<file path="src/rtl/assert_macros.svh">
// ---------------------------------------------------------------------------
// Assertion macros
// Shared concurrent assertion helpers; define ASSERT_OFF to compile them out.
// ---------------------------------------------------------------------------
`ifndef ASSERT_MACROS_SVH
`define ASSERT_MACROS_SVH
`ifndef ASSERT_OFF
// The expression must never be true at a clock edge outside reset.
`define ASSERT_NEVER(label, clk, rst_n, expr) \
  label: assert property (@(posedge clk) disable iff (!rst_n) !(expr)) \
    else $error("assertion failed");
// When the antecedent holds, the consequent must hold at the same edge.
`define ASSERT_IMPLY(label, clk, rst_n, ante, cons) \
  label: assert property (@(posedge clk) disable iff (!rst_n) (ante) |-> (cons)) \
    else $error("assertion failed");
`else
`define ASSERT_NEVER(label, clk, rst_n, expr)
`define ASSERT_IMPLY(label, clk, rst_n, ante, cons)
`endif
`endif

</file>
<file path="src/rtl/hdws_pkg.sv">
// ---------------------------------------------------------------------------
// Heading to wheel speeds package
// Shared constants, types and the turning mode update of the controller.
// ---------------------------------------------------------------------------
package hdws_pkg;

  // Default values of the top level parameters.
  localparam int VECTOR_WIDTH_DEF = 16;
  localparam int CORDIC_STEPS_DEF = 16;

  // Turning modes.
  localparam logic [1:0] MODE_NONE = 2'd0;
  localparam logic [1:0] MODE_SOFT = 2'd1;
  localparam logic [1:0] MODE_HARD = 2'd2;

  // Configuration register indexes.
  localparam int         CFG_IDX_W = 3;
  localparam logic [2:0] CFG_HARD  = 3'd0;
  localparam logic [2:0] CFG_SOFT  = 3'd1;
  localparam logic [2:0] CFG_NONE  = 3'd2;
  localparam logic [2:0] CFG_MAX   = 3'd3;

  // Register values after reset.
  localparam logic [15:0] HARD_RST = 16'd16384;
  localparam logic [15:0] SOFT_RST = 16'd12743;
  localparam logic [15:0] NONE_RST = 16'd1820;
  localparam logic [14:0] MAX_RST  = 15'd2560;

  // Inverse CORDIC gain in Q0.30.
  localparam logic [29:0] INV_GAIN_Q30 = 30'd652032874;

  // Arctangent of 2^-i, full circle = 2^32.
  localparam logic [31:0] ATAN_TAB [32] = '{
    32'd536870912, 32'd316933406, 32'd167458907, 32'd85004756, 32'd42667331,
    32'd21354465, 32'd10679838, 32'd5340245, 32'd2670163, 32'd1335087,
    32'd667544, 32'd333772, 32'd166886, 32'd83443, 32'd41722, 32'd20861,
    32'd10430, 32'd5215, 32'd2608, 32'd1304, 32'd652, 32'd326, 32'd163,
    32'd81, 32'd41, 32'd20, 32'd10, 32'd5, 32'd3, 32'd1, 32'd1, 32'd0
  };

  // Turning thresholds and speed limit.
  typedef struct packed {
    logic [15:0] hard;
    logic [15:0] soft_thr;
    logic [15:0] no_turn;
    logic [14:0] speed_lim;
  } turn_cfg_t;

  // Angle and rounded length from the vectoring unit.
  typedef struct packed {
    logic [15:0] angle;
    logic [16:0] length;
  } vec_res_t;

  // Work handed to the wheel speed unit.
  typedef struct packed {
    logic [1:0]  mode;
    logic        angle_pos;
    logic [15:0] mag;
    logic [16:0] length;
  } speed_req_t;

  // Hysteresis update of the turning mode, checks applied in cascade.
  function automatic logic [1:0] next_mode(input logic [1:0] mode,
                                           input logic [15:0] mag,
                                           input turn_cfg_t cfg);
    logic [1:0] m;
    m = mode;
    if (m == MODE_HARD && mag <= cfg.soft_thr) begin
      m = MODE_SOFT;
    end
    if (m == MODE_SOFT) begin
      if (mag > cfg.hard) begin
        m = MODE_HARD;
      end else if (mag <= cfg.no_turn) begin
        m = MODE_NONE;
      end
    end
    if (m == MODE_NONE) begin
      if (mag > cfg.hard) begin
        m = MODE_HARD;
      end else if (mag > cfg.no_turn) begin
        m = MODE_SOFT;
      end
    end
    return m;
  endfunction

endpackage

</file>
<file path="src/rtl/hdws_cordic.sv">
// ---------------------------------------------------------------------------
// Vectoring CORDIC
// Iterative angle and length of a heading vector, one rotation per cycle.
// ---------------------------------------------------------------------------
module hdws_cordic #(
  parameter int VECTOR_WIDTH = hdws_pkg::VECTOR_WIDTH_DEF,
  parameter int CORDIC_STEPS = hdws_pkg::CORDIC_STEPS_DEF
) (
  input  logic               clk,
  input  logic               rst_n,
  input  logic               start,
  input  logic signed [15:0] heading_x,
  input  logic signed [15:0] heading_y,
  output logic               done,
  output hdws_pkg::vec_res_t res
);

  localparam int DW = VECTOR_WIDTH + 19;
  localparam int SW = $clog2(CORDIC_STEPS);
  localparam logic [DW-1:0] HALF = DW'(1) << (VECTOR_WIDTH - 1);

  logic signed [DW-1:0] x_r, x_nxt, y_r, y_nxt;
  logic [31:0]          acc_r, acc_nxt;
  logic [SW-1:0]        cnt_r, cnt_nxt;
  logic                 busy_r, busy_nxt, done_r, done_nxt;

  logic signed [16:0]   hx_e, hy_e, px, py;
  logic [31:0]          pacc;
  logic signed [DW-1:0] dx, dy;
  logic [31:0]          step_ang;
  logic [DW-1:0]        x_pos, x_half;
  logic [31:0]          acc_round;

  // Quadrant pre-rotation by +-90 degrees so that x starts non-negative.
  always_comb begin
    hx_e = {heading_x[15], heading_x};
    hy_e = {heading_y[15], heading_y};
    px   = hx_e;
    py   = hy_e;
    pacc = 32'h0000_0000;
    if (hx_e[16]) begin
      if (!hy_e[16]) begin
        px   = hy_e;
        py   = -hx_e;
        pacc = 32'h4000_0000;
      end else begin
        px   = -hy_e;
        py   = hx_e;
        pacc = 32'hC000_0000;
      end
    end
  end

  // One rotation step with floor shifts of the previous x and y.
  assign dx       = y_r >>> cnt_r;
  assign dy       = x_r >>> cnt_r;
  assign step_ang = hdws_pkg::ATAN_TAB[5'(cnt_r)];

  always_comb begin
    x_nxt    = x_r;
    y_nxt    = y_r;
    acc_nxt  = acc_r;
    cnt_nxt  = cnt_r;
    busy_nxt = busy_r;
    done_nxt = 1'b0;
    if (start) begin
      x_nxt    = $signed({{(DW-17){px[16]}}, px}) <<< VECTOR_WIDTH;
      y_nxt    = $signed({{(DW-17){py[16]}}, py}) <<< VECTOR_WIDTH;
      acc_nxt  = pacc;
      cnt_nxt  = '0;
      busy_nxt = 1'b1;
    end else if (busy_r) begin
      if (!y_r[DW-1]) begin
        x_nxt   = x_r + dx;
        y_nxt   = y_r - dy;
        acc_nxt = acc_r + step_ang;
      end else begin
        x_nxt   = x_r - dx;
        y_nxt   = y_r + dy;
        acc_nxt = acc_r - step_ang;
      end
      if (cnt_r == SW'(CORDIC_STEPS - 1)) begin
        busy_nxt = 1'b0;
        done_nxt = 1'b1;
      end else begin
        cnt_nxt = cnt_r + 1'b1;
      end
    end
  end

  always_ff @(posedge clk) begin
    if (!rst_n) begin
      busy_r <= 1'b0;
      done_r <= 1'b0;
      cnt_r  <= '0;
    end else begin
      busy_r <= busy_nxt;
      done_r <= done_nxt;
      cnt_r  <= cnt_nxt;
    end
  end

  always_ff @(posedge clk) begin
    x_r   <= x_nxt;
    y_r   <= y_nxt;
    acc_r <= acc_nxt;
  end

  // Angle rounded half up to 16 bits; length rounded half up to an unsigned Q17.0 integer.
  assign acc_round  = acc_r + 32'h0000_8000;
  assign x_pos      = x_r[DW-1] ? '0 : x_r;
  assign x_half     = x_pos + HALF;
  assign res.angle  = acc_round[31:16];
  assign res.length = x_half[VECTOR_WIDTH+16:VECTOR_WIDTH];
  assign done       = done_r;

endmodule

</file>
<file path="src/rtl/hdws_speed.sv">
// ---------------------------------------------------------------------------
// Wheel speed unit
// Bit-serial gain correction, soft turn factor and wheel speed assignment.
// ---------------------------------------------------------------------------
module hdws_speed (
  input  logic                   clk,
  input  logic                   rst_n,
  input  logic                   start,
  input  hdws_pkg::speed_req_t   req,
  input  hdws_pkg::turn_cfg_t    cfg,
  output logic                   done,
  output logic signed [16:0]     left_speed,
  output logic signed [16:0]     right_speed
);

  localparam logic [2:0] PH_IDLE = 3'd0;
  localparam logic [2:0] PH_LEN  = 3'd1;
  localparam logic [2:0] PH_BASE = 3'd2;
  localparam logic [2:0] PH_MUL  = 3'd3;
  localparam logic [2:0] PH_DIV  = 3'd4;
  localparam logic [2:0] PH_FIN  = 3'd5;

  localparam int LEN_BITS = 17;
  localparam int MUL_BITS = 16;
  localparam int DIV_BITS = 16;

  logic [2:0]           ph_r, ph_nxt;
  logic [4:0]           cnt_r, cnt_nxt;
  logic                 done_r, done_nxt;
  hdws_pkg::speed_req_t req_r, req_nxt;
  logic [16:0]          sh_r, sh_nxt;
  logic [47:0]          acc_r, acc_nxt;
  logic [14:0]          base_r, base_nxt;
  logic [16:0]          rem_r, rem_nxt;
  logic [15:0]          q_r, q_nxt;
  logic signed [16:0]   left_r, left_nxt, right_r, right_nxt;

  logic [47:0] len_sum;
  logic [17:0] len;
  logic [16:0] d;
  logic [32:0] num;
  logic [17:0] trial, divisor;
  logic signed [16:0] s1, s2;

  assign len_sum = acc_r + 48'(32'h2000_0000);
  assign len     = len_sum[47:30];
  assign d       = {1'b0, cfg.hard} - {1'b0, req_r.mag};
  assign trial   = {rem_r, sh_r[16]};
  assign divisor = {1'b0, cfg.hard, 1'b0};

  // Speed pair for the final mode; s1 goes to the inner wheel of a turn.
  always_comb begin
    case (req_r.mode)
      hdws_pkg::MODE_SOFT: begin
        if (cfg.hard == 16'd0) begin
          s1 = {2'b00, base_r};
        end else if (d[16]) begin
          s1 = '0;
        end else begin
          s1 = {1'b0, q_r};
        end
        s2 = $signed({1'b0, base_r, 1'b0}) - s1;
      end
      hdws_pkg::MODE_HARD: begin
        s1 = -$signed({2'b00, cfg.speed_lim});
        s2 = $signed({2'b00, cfg.speed_lim});
      end
      default: begin
        s1 = {2'b00, base_r};
        s2 = {2'b00, base_r};
      end
    endcase
  end

  // Sequencer over the serial phases.
  always_comb begin
    ph_nxt    = ph_r;
    cnt_nxt   = cnt_r;
    done_nxt  = 1'b0;
    req_nxt   = req_r;
    sh_nxt    = sh_r;
    acc_nxt   = acc_r;
    base_nxt  = base_r;
    rem_nxt   = rem_r;
    q_nxt     = q_r;
    left_nxt  = left_r;
    right_nxt = right_r;
    num       = '0;
    unique case (ph_r)
      PH_IDLE: begin
        if (start) begin
          req_nxt = req;
          sh_nxt  = req.length;
          acc_nxt = '0;
          cnt_nxt = '0;
          ph_nxt  = PH_LEN;
        end
      end
      // Length times inverse gain, one length bit per cycle, MSB first.
      PH_LEN: begin
        acc_nxt = {acc_r[46:0], 1'b0} + (sh_r[16] ? 48'(hdws_pkg::INV_GAIN_Q30) : 48'd0);
        sh_nxt  = {sh_r[15:0], 1'b0};
        cnt_nxt = cnt_r + 5'd1;
        if (cnt_r == 5'(LEN_BITS - 1)) begin
          ph_nxt = PH_BASE;
        end
      end
      // Round the length and clamp it to the maximum speed.
      PH_BASE: begin
        base_nxt = (len < {3'b000, cfg.speed_lim}) ? len[14:0] : cfg.speed_lim;
        sh_nxt   = {d[15:0], 1'b0};
        acc_nxt  = '0;
        cnt_nxt  = '0;
        ph_nxt   = (req_r.mode == hdws_pkg::MODE_SOFT) ? PH_MUL : PH_FIN;
      end
      // Base times angle margin, one margin bit per cycle.
      PH_MUL: begin
        acc_nxt = {acc_r[46:0], 1'b0} + (sh_r[16] ? 48'(base_r) : 48'd0);
        sh_nxt  = {sh_r[15:0], 1'b0};
        cnt_nxt = cnt_r + 5'd1;
        if (cnt_r == 5'(MUL_BITS - 1)) begin
          num     = {acc_nxt[31:0], 1'b0} + 33'(cfg.hard);
          rem_nxt = num[32:16];
          sh_nxt  = {num[15:0], 1'b0};
          q_nxt   = '0;
          cnt_nxt = '0;
          ph_nxt  = PH_DIV;
        end
      end
      // Restoring division by twice the hard threshold, one quotient bit a cycle.
      PH_DIV: begin
        if (trial >= divisor) begin
          rem_nxt = 17'(trial - divisor);
          q_nxt   = {q_r[14:0], 1'b1};
        end else begin
          rem_nxt = trial[16:0];
          q_nxt   = {q_r[14:0], 1'b0};
        end
        sh_nxt  = {sh_r[15:0], 1'b0};
        cnt_nxt = cnt_r + 5'd1;
        if (cnt_r == 5'(DIV_BITS - 1)) begin
          ph_nxt = PH_FIN;
        end
      end
      // A positive angle turns left, so the left wheel is the inner one.
      PH_FIN: begin
        left_nxt  = req_r.angle_pos ? s1 : s2;
        right_nxt = req_r.angle_pos ? s2 : s1;
        done_nxt  = 1'b1;
        ph_nxt    = PH_IDLE;
      end
      default: begin
        ph_nxt = PH_IDLE;
      end
    endcase
  end

  always_ff @(posedge clk) begin
    if (!rst_n) begin
      ph_r   <= PH_IDLE;
      cnt_r  <= '0;
      done_r <= 1'b0;
    end else begin
      ph_r   <= ph_nxt;
      cnt_r  <= cnt_nxt;
      done_r <= done_nxt;
    end
  end

  always_ff @(posedge clk) begin
    req_r   <= req_nxt;
    sh_r    <= sh_nxt;
    acc_r   <= acc_nxt;
    base_r  <= base_nxt;
    rem_r   <= rem_nxt;
    q_r     <= q_nxt;
    left_r  <= left_nxt;
    right_r <= right_nxt;
  end

  assign done        = done_r;
  assign left_speed  = left_r;
  assign right_speed = right_r;

endmodule

</file>
<file path="src/rtl/heading_to_differential_wheel_speeds.sv">
// ---------------------------------------------------------------------------
// Heading to differential wheel speeds
// Turning controller with hysteresis for a two-wheeled drive.
// ---------------------------------------------------------------------------
// One item is worked on at a time. A zero heading goes straight to the
// output register. Any other heading runs through the iterative CORDIC, a
// handoff, the bit-serial gain multiplier and the steps that clamp, pick
// the wheels and load the output register. In a soft turn the serial
// multiplier and the serial divider come between the clamp and the wheel
// pick. A result that still waits in the output register delays the load
// by as long as it waits. The next item is accepted as soon as the result
// has moved to the output register, even while that result still waits to
// be taken.
`include "assert_macros.svh"

module heading_to_differential_wheel_speeds #(
  parameter int VECTOR_WIDTH = hdws_pkg::VECTOR_WIDTH_DEF,
  parameter int CORDIC_STEPS = hdws_pkg::CORDIC_STEPS_DEF
) (
  input  logic                          clk,
  input  logic                          rst_n,
  // Configuration write port.
  input  logic                          cfg_we,
  input  logic [hdws_pkg::CFG_IDX_W-1:0] cfg_index,
  input  logic [15:0]                   cfg_wdata,
  // Heading items.
  input  logic                          in_valid,
  output logic                          in_ready,
  input  logic signed [15:0]            in_heading_x,
  input  logic signed [15:0]            in_heading_y,
  // Wheel speed items.
  output logic                          out_valid,
  input  logic                          out_ready,
  output logic signed [16:0]            out_left_speed,
  output logic signed [16:0]            out_right_speed,
  output logic [1:0]                    out_turn_mode_out
);

  localparam logic [1:0] ST_IDLE   = 2'd0;
  localparam logic [1:0] ST_CORDIC = 2'd1;
  localparam logic [1:0] ST_SPEED  = 2'd2;
  localparam logic [1:0] ST_OUT    = 2'd3;

  logic [1:0]            state_r, state_nxt;
  logic [1:0]            mode_r, mode_nxt;
  logic                  zero_r;
  hdws_pkg::turn_cfg_t   cfg_r;
  logic                  out_valid_r;
  logic signed [16:0]    out_left_r, out_right_r;
  logic [1:0]            out_mode_r;

  logic                  in_accept, is_zero, out_load;
  logic                  cordic_start, cordic_done;
  hdws_pkg::vec_res_t    vec_res;
  logic [15:0]           mag;
  logic                  angle_pos;
  logic [1:0]            mode_new;
  logic                  spd_start, spd_done;
  hdws_pkg::speed_req_t  spd_req;
  logic signed [16:0]    spd_left, spd_right;
  logic                  out_hard, out_none;
  logic [16:0]           speed_sum;

  // Configuration registers.
  always_ff @(posedge clk) begin
    if (!rst_n) begin
      cfg_r.hard      <= hdws_pkg::HARD_RST;
      cfg_r.soft_thr  <= hdws_pkg::SOFT_RST;
      cfg_r.no_turn   <= hdws_pkg::NONE_RST;
      cfg_r.speed_lim <= hdws_pkg::MAX_RST;
    end else if (cfg_we) begin
      unique case (cfg_index)
        hdws_pkg::CFG_HARD: cfg_r.hard      <= cfg_wdata;
        hdws_pkg::CFG_SOFT: cfg_r.soft_thr  <= cfg_wdata;
        hdws_pkg::CFG_NONE: cfg_r.no_turn   <= cfg_wdata;
        hdws_pkg::CFG_MAX:  cfg_r.speed_lim <= cfg_wdata[14:0];
        default: ;
      endcase
    end
  end

  // Handshake terms.
  assign in_ready     = (state_r == ST_IDLE);
  assign in_accept    = in_valid && in_ready;
  assign is_zero      = (in_heading_x == 16'sd0) && (in_heading_y == 16'sd0);
  assign out_load     = (state_r == ST_OUT) && (!out_valid_r || out_ready);
  assign cordic_start = in_accept && !is_zero;

  hdws_cordic #(
    .VECTOR_WIDTH (VECTOR_WIDTH),
    .CORDIC_STEPS (CORDIC_STEPS)
  ) u_cordic (
    .clk       (clk),
    .rst_n     (rst_n),
    .start     (cordic_start),
    .heading_x (in_heading_x),
    .heading_y (in_heading_y),
    .done      (cordic_done),
    .res       (vec_res)
  );

  // Angle magnitude, turn direction and the new turning mode.
  assign mag       = vec_res.angle[15] ? (~vec_res.angle + 16'd1) : vec_res.angle;
  assign angle_pos = !vec_res.angle[15] && (vec_res.angle != 16'd0);
  assign mode_new  = hdws_pkg::next_mode(mode_r, mag, cfg_r);

  assign spd_req.mode      = mode_new;
  assign spd_req.angle_pos = angle_pos;
  assign spd_req.mag       = mag;
  assign spd_req.length    = vec_res.length;
  assign spd_start         = (state_r == ST_CORDIC) && cordic_done;

  hdws_speed u_speed (
    .clk         (clk),
    .rst_n       (rst_n),
    .start       (spd_start),
    .req         (spd_req),
    .cfg         (cfg_r),
    .done        (spd_done),
    .left_speed  (spd_left),
    .right_speed (spd_right)
  );

  // Item sequencer.
  always_comb begin
    state_nxt = state_r;
    mode_nxt  = mode_r;
    unique case (state_r)
      ST_IDLE: begin
        if (in_accept) begin
          state_nxt = is_zero ? ST_OUT : ST_CORDIC;
        end
      end
      ST_CORDIC: begin
        if (cordic_done) begin
          mode_nxt  = mode_new;
          state_nxt = ST_SPEED;
        end
      end
      ST_SPEED: begin
        if (spd_done) begin
          state_nxt = ST_OUT;
        end
      end
      ST_OUT: begin
        if (out_load) begin
          state_nxt = ST_IDLE;
        end
      end
      default: begin
        state_nxt = ST_IDLE;
      end
    endcase
  end

  always_ff @(posedge clk) begin
    if (!rst_n) begin
      state_r     <= ST_IDLE;
      mode_r      <= hdws_pkg::MODE_NONE;
      zero_r      <= 1'b0;
      out_valid_r <= 1'b0;
    end else begin
      state_r <= state_nxt;
      mode_r  <= mode_nxt;
      if (in_accept) begin
        zero_r <= is_zero;
      end
      if (out_load) begin
        out_valid_r <= 1'b1;
      end else if (out_ready) begin
        out_valid_r <= 1'b0;
      end
    end
  end

  // Output register; a zero heading gives zero speeds and keeps the mode.
  always_ff @(posedge clk) begin
    if (out_load) begin
      out_left_r  <= zero_r ? 17'sd0 : spd_left;
      out_right_r <= zero_r ? 17'sd0 : spd_right;
      out_mode_r  <= mode_r;
    end
  end

  assign out_valid         = out_valid_r;
  assign out_left_speed    = out_left_r;
  assign out_right_speed   = out_right_r;
  assign out_turn_mode_out = out_mode_r;

  // Terms for the speed shape checks of the offered result.
  assign out_hard  = out_valid && (out_turn_mode_out == hdws_pkg::MODE_HARD);
  assign out_none  = out_valid && (out_turn_mode_out == hdws_pkg::MODE_NONE);
  assign speed_sum = 17'(out_left_speed + out_right_speed);

  // Unit completions line up with the sequencer, and the hard and no-turn modes give their speed shapes.
  `ASSERT_NEVER(a_cordic_done_in_state, clk, rst_n, cordic_done && (state_r != ST_CORDIC))
  `ASSERT_NEVER(a_speed_done_in_state, clk, rst_n, spd_done && (state_r != ST_SPEED))
  `ASSERT_IMPLY(a_hard_opposite, clk, rst_n, out_hard, speed_sum == 17'd0)
  `ASSERT_IMPLY(a_none_equal, clk, rst_n, out_none, out_left_speed == out_right_speed)

endmodule

</file>
<file path="config.mk">
export PLATFORM = sky130hd
export DESIGN_NAME = heading_to_differential_wheel_speeds
export DESIGN_NICKNAME = d
export VERILOG_FILES = /design/src/rtl/hdws_pkg.sv /design/src/rtl/hdws_cordic.sv /design/src/rtl/hdws_speed.sv /design/src/rtl/heading_to_differential_wheel_speeds.sv
export VERILOG_INCLUDE_DIRS = /design/src /design/src/rtl
export SDC_FILE = /design/constraint.sdc
export NUM_CORES = 2
export LEC_CHECK = 0
export BUFFER_PORTS_ARGS = -buffer_cell sky130_fd_sc_hd__buf_2
export CAP_MARGIN = 25
export CORE_ASPECT_RATIO = 1.75
export CORE_MARGIN = 3
export CORE_UTILIZATION = 40
export CTS_BUF_LIST = sky130_fd_sc_hd__clkbuf_8
export DETAILED_ROUTE_END_ITERATION = 10
export PLACE_DENSITY = 0.61
export SKIP_CTS_REPAIR_TIMING = 1
export SYNTH_ARGS = -nofsm -noshare
export SYNTH_HDL_FRONTEND = slang
export SYNTH_SLANG_ARGS = --single-unit
</file>
<file path="constraint.sdc">
create_clock -name clk -period 8.3 [get_ports clk]
set_clock_uncertainty 0.1 [all_clocks]
set_input_delay 0.83 -clock clk [delete_from_list [all_inputs] [get_ports clk]]
set_output_delay 0.83 -clock clk [all_outputs]
set_load 0.02 [all_outputs]
</file>
==> impl_metrics.toml <==
[outcome]
status = "completed"

[logic_synthesis]
yosysWarnings = 0
synthArstFlopShare = 0
synth_edf_count = 270
synth-seq-cells = 386
ys_seq_area_frac = 0.2878
synth_nets = 4561
synth_area_sq_um = 36240
yosys_most_used_dff = "edfxtp_1"
synthCells = 4216
syn_avg_cell_area_sq_um = 8.595
yosys.cell_types.count = 105

[pwr]
power_per_cell_area_nw_per_um2 = 386.8
cellLeakagePower_nw = 15.33
ir_drop_uv = 165.8
total_power_mw = 15.22

[drt]
drt.antenna.violating_nets = 0
drcViolationCount = 0
dr.first_iter.drc_count = 2419
wl_per_cell_um = 22.76
routed_wl_um = 124300
vias_per_cell = 6.094
firstDrtPassIters = 7
vias = 33300

[floorplanning]
die_y_um = 404.2
fp.coreArea_sq_um = 89620
num_rows = 145
die_x_um = 233.5
dieArea_sq_um = 94390
start_util = 0.4043
ios = 94

[layout]
drive_gt1_frac = 0.09844
area_growth_pct = 8.590
nets = 4577
fin_area_sq_um = 39350
instances_no_fill = 5464

[sta]
worst_slew_pin_slew_ns = 1.061
fmax_mhz = 147.1
slew_viol_final = 0
finalSetupTns_ns = 0
setup_viol = 0
finalHoldViolations = 0
rsz0062_at_grt = "no"
post-route-min-period_ns = 6.797
fin_crit_sh = 0.8190
hold_ws_ns = 0.2852
relSlewSlack = 0.2913

[critical_path]
worstPathMaxFanout = 78
rrSetupSlack_ns = 1.50
reg2reg_from = "u_cordic.cnt_r[2]$_SDFFE_PP0P_"
r2r_end = "u_cordic.y_r[33]$_DFFE_PP_"
cp.required_ns = 8.71
critPathLaunchType = "register"
endpoint_kind = "register"
reg2reg_depth = 25
critPathArrivalTime_ns = 7.21
crit_type = "reg -> reg"

[global_routing]
busiest_layer = "met2"
track_usage = 0.2559
grt_pass1_wl_um = 187400
grt_overflow = 0
met1_usage = 0.2523
grt_max_degree = 79
grt_pass1_vias = 32580
use_met2 = 0.4784
grtUsageMet3 = 0.03387
antenna_found_initial = 1

[clock_network]
cts_root_buf = "clkbuf_8"
cts_buffers = 68
clkSinkCount = 386
path_clk_slew_ns = 0.07
htreeDepth = 3
tritoncts = "yes"
clock_latency_ns = 0.77
clk_path_buf_depth = 3

[placed_design]
hpwl_um = 95500
port_buffers = 93
place.gp.congestion = 0.9280
placed_area_sq_um = 37760
placed_cells = 5336

[worst_hold_path]
worstHoldEndpoint = "zero_r$_SDFFE_PN0P_"
holdPathStages = 3
min_from = "in_valid"
hold_path_class = "in -> reg"

[flow_run]
maxCapViolCount = 0
## power by group
group	leakage (nW)	switching, mW	internal [mW]
logic	11.0	5.86	4.06
clock network	0.865	0.967	1.12
registers	3.49	0.599	2.62
## synthesized netlist by cell type (15+ instances only)
cell type  count  area, sq um
nand2_1      486         1824
a21oi_1      363         1817
nor2_1       303         1137
ha_1         281         3516
edfxtp_1     270         8108
o21ai_0      249         1246
xnor2_1      219         1918
inv_1        182        683.2
clkbuf_1     149        559.3
xor2_1       146         1279
dfxtp_1      116         2322
mux2i_1      101         1011
nor2b_1       94        588.1
nand3_1       88        440.4
a21o_1        73        548.0
and3_1        70        437.9
nor3_1        65        325.3
mux4_2        61         1374
a31oi_1       57        356.6
nand2b_1      50        312.8
o211ai_1      50        375.4
and2_1        48        300.3
o22ai_1       48        300.3
a211oi_1      47        352.8
mux2_2        46        518.0
nand4_1       42        262.8
o21a_1        38        285.3
o31ai_1       31        232.7
o21bai_1      26        195.2
a221oi_1      24        210.2
a22oi_1       21        157.7
buf_1         20        75.07
buf_2         20        100.1
or3_1         20        125.1
nor4_1        16        100.1
a222oi_1      15        150.1
nor3b_1       15        112.6
or2_2         15        93.84
## critical path, stage by stage, from the launching register on
cell      delay (ns)
dfxtp_4         0.98
mux4_2          0.47
nand2_1         0.11
o21ai_0         0.14
nand2_1         0.10
o21a_1          0.16
ha_1            0.20
inv_1           0.08
a211oi_1        0.18
nand2_1         0.07
o22ai_1         0.20
nand2_1         0.22
nor4b_4         0.50
a21oi_1         0.14
xnor2_1         0.16
ha_1            0.37
and3_1          0.22
and3_1          0.22
nand3_1         0.10
a21oi_1         0.07
o31ai_1         0.56
a21oi_1         0.20
o41ai_1         0.46
o21ai_0         0.21
xnor2_1         0.18
o21ai_0         0.09
## placed cells by master, fill, tap and decap left out, types with 20 or more instances in the layout
cell type,instances
a211oi_1,47
a21o_1,73
a21oi_1,362
a221oi_1,24
a22oi_1,21
a31oi_1,57
and2_1,48
and3_1,70
buf_2,93
buf_4,53
clkbuf_8,80
dfxtp_1,111
edfxtp_1,270
ha_1,281
inv_1,202
mux2_2,46
mux2i_1,101
mux4_2,61
nand2_1,485
nand2b_1,50
nand3_1,88
nand4_1,42
nor2_1,301
nor2b_1,93
nor3_1,65
o211ai_1,50
o21a_1,38
o21ai_0,249
o21bai_1,26
o22ai_1,48
o31ai_1,31
or3_1,20
xnor2_1,219
xor2_1,146
## area by class of cell
cell class / instances / area (sq um)
fillers: 8909 / 50270
multi-input cells: 3440 / 24270
flip-flops and latches: 386 / 10450
well taps: 1176 / 1471
clock buffers: 80 / 1101
repair buffers: 149 / 914.6
inverters: 187 / 701.9
clock inverters: 45 / 446.7
diodes: 1 / 2.502
## how the worst max path moves through the flow
stage | end | start | cells after the start
after detailed placement | u_cordic.y_r[33]$_DFFE_PP_ | u_cordic.cnt_r[2]$_SDFFE_PP0P_ | 25
final | u_cordic.y_r[33]$_DFFE_PP_ | u_cordic.cnt_r[2]$_SDFFE_PP0P_ | 25
after CTS | u_cordic.y_r[33]$_DFFE_PP_ | u_cordic.cnt_r[2]$_SDFFE_PP0P_ | 25
after global placement | u_cordic.y_r[33]$_DFFE_PP_ | u_cordic.cnt_r[2]$_SDFFE_PP0P_ | 25
after floorplan | u_cordic.y_r[34]$_DFFE_PP_ | u_cordic.cnt_r[3]$_SDFFE_PP0P_ | 30
after global routing | u_cordic.y_r[33]$_DFFE_PP_ | u_cordic.cnt_r[1]$_SDFFE_PP0P_ | 25
## layer usage
layer / up-vias / part of all wire
met5: - / 0
met1: 16050 / 0.34
met4: 0 / 0.086
met3: 459 / 0.048
met2: 1149 / 0.52
li1: 15640 / -
## cells by family after synthesis
family                   share of synthesized area
flip-flops                                  0.2878
buffers and inverters                      0.04371
AND/OR/NAND/NOR                             0.1824
multiplexers                               0.08583
AO/OA/AOI/OAI                               0.2106
adder cells (fa/ha/maj)                     0.1014
XOR/XNOR                                   0.08822
## stage by stage
step / setup slack, ns / util
after floorplan: 1.918 / -
after global placement: 1.665 / 0.4211
after detailed placement: 1.583 / 0.4213
after CTS: 1.588 / 0.4386
after global routing: 0.9696 / 0.4391
final: 1.503 / 0.4391
## sequential cells by signal (all words and copies together) (netlist names), 5 cells and up
signal and flops:
u_speed.acc_r 48, u_speed.cnt_r 5, u_speed.req_r 19, u_speed.sh_r 17, u_speed.right_speed 17, u_speed.left_speed 16, u_cordic.acc_r 32, out_right_speed 16
u_cordic.x_r 35, out_left_speed 17, u_speed.q_r 16, cfg_r 63, u_speed.rem_r 17, u_speed.base_r 15, u_cordic.y_r 35
No activity file was read; power rests on OpenSTA's default activity.
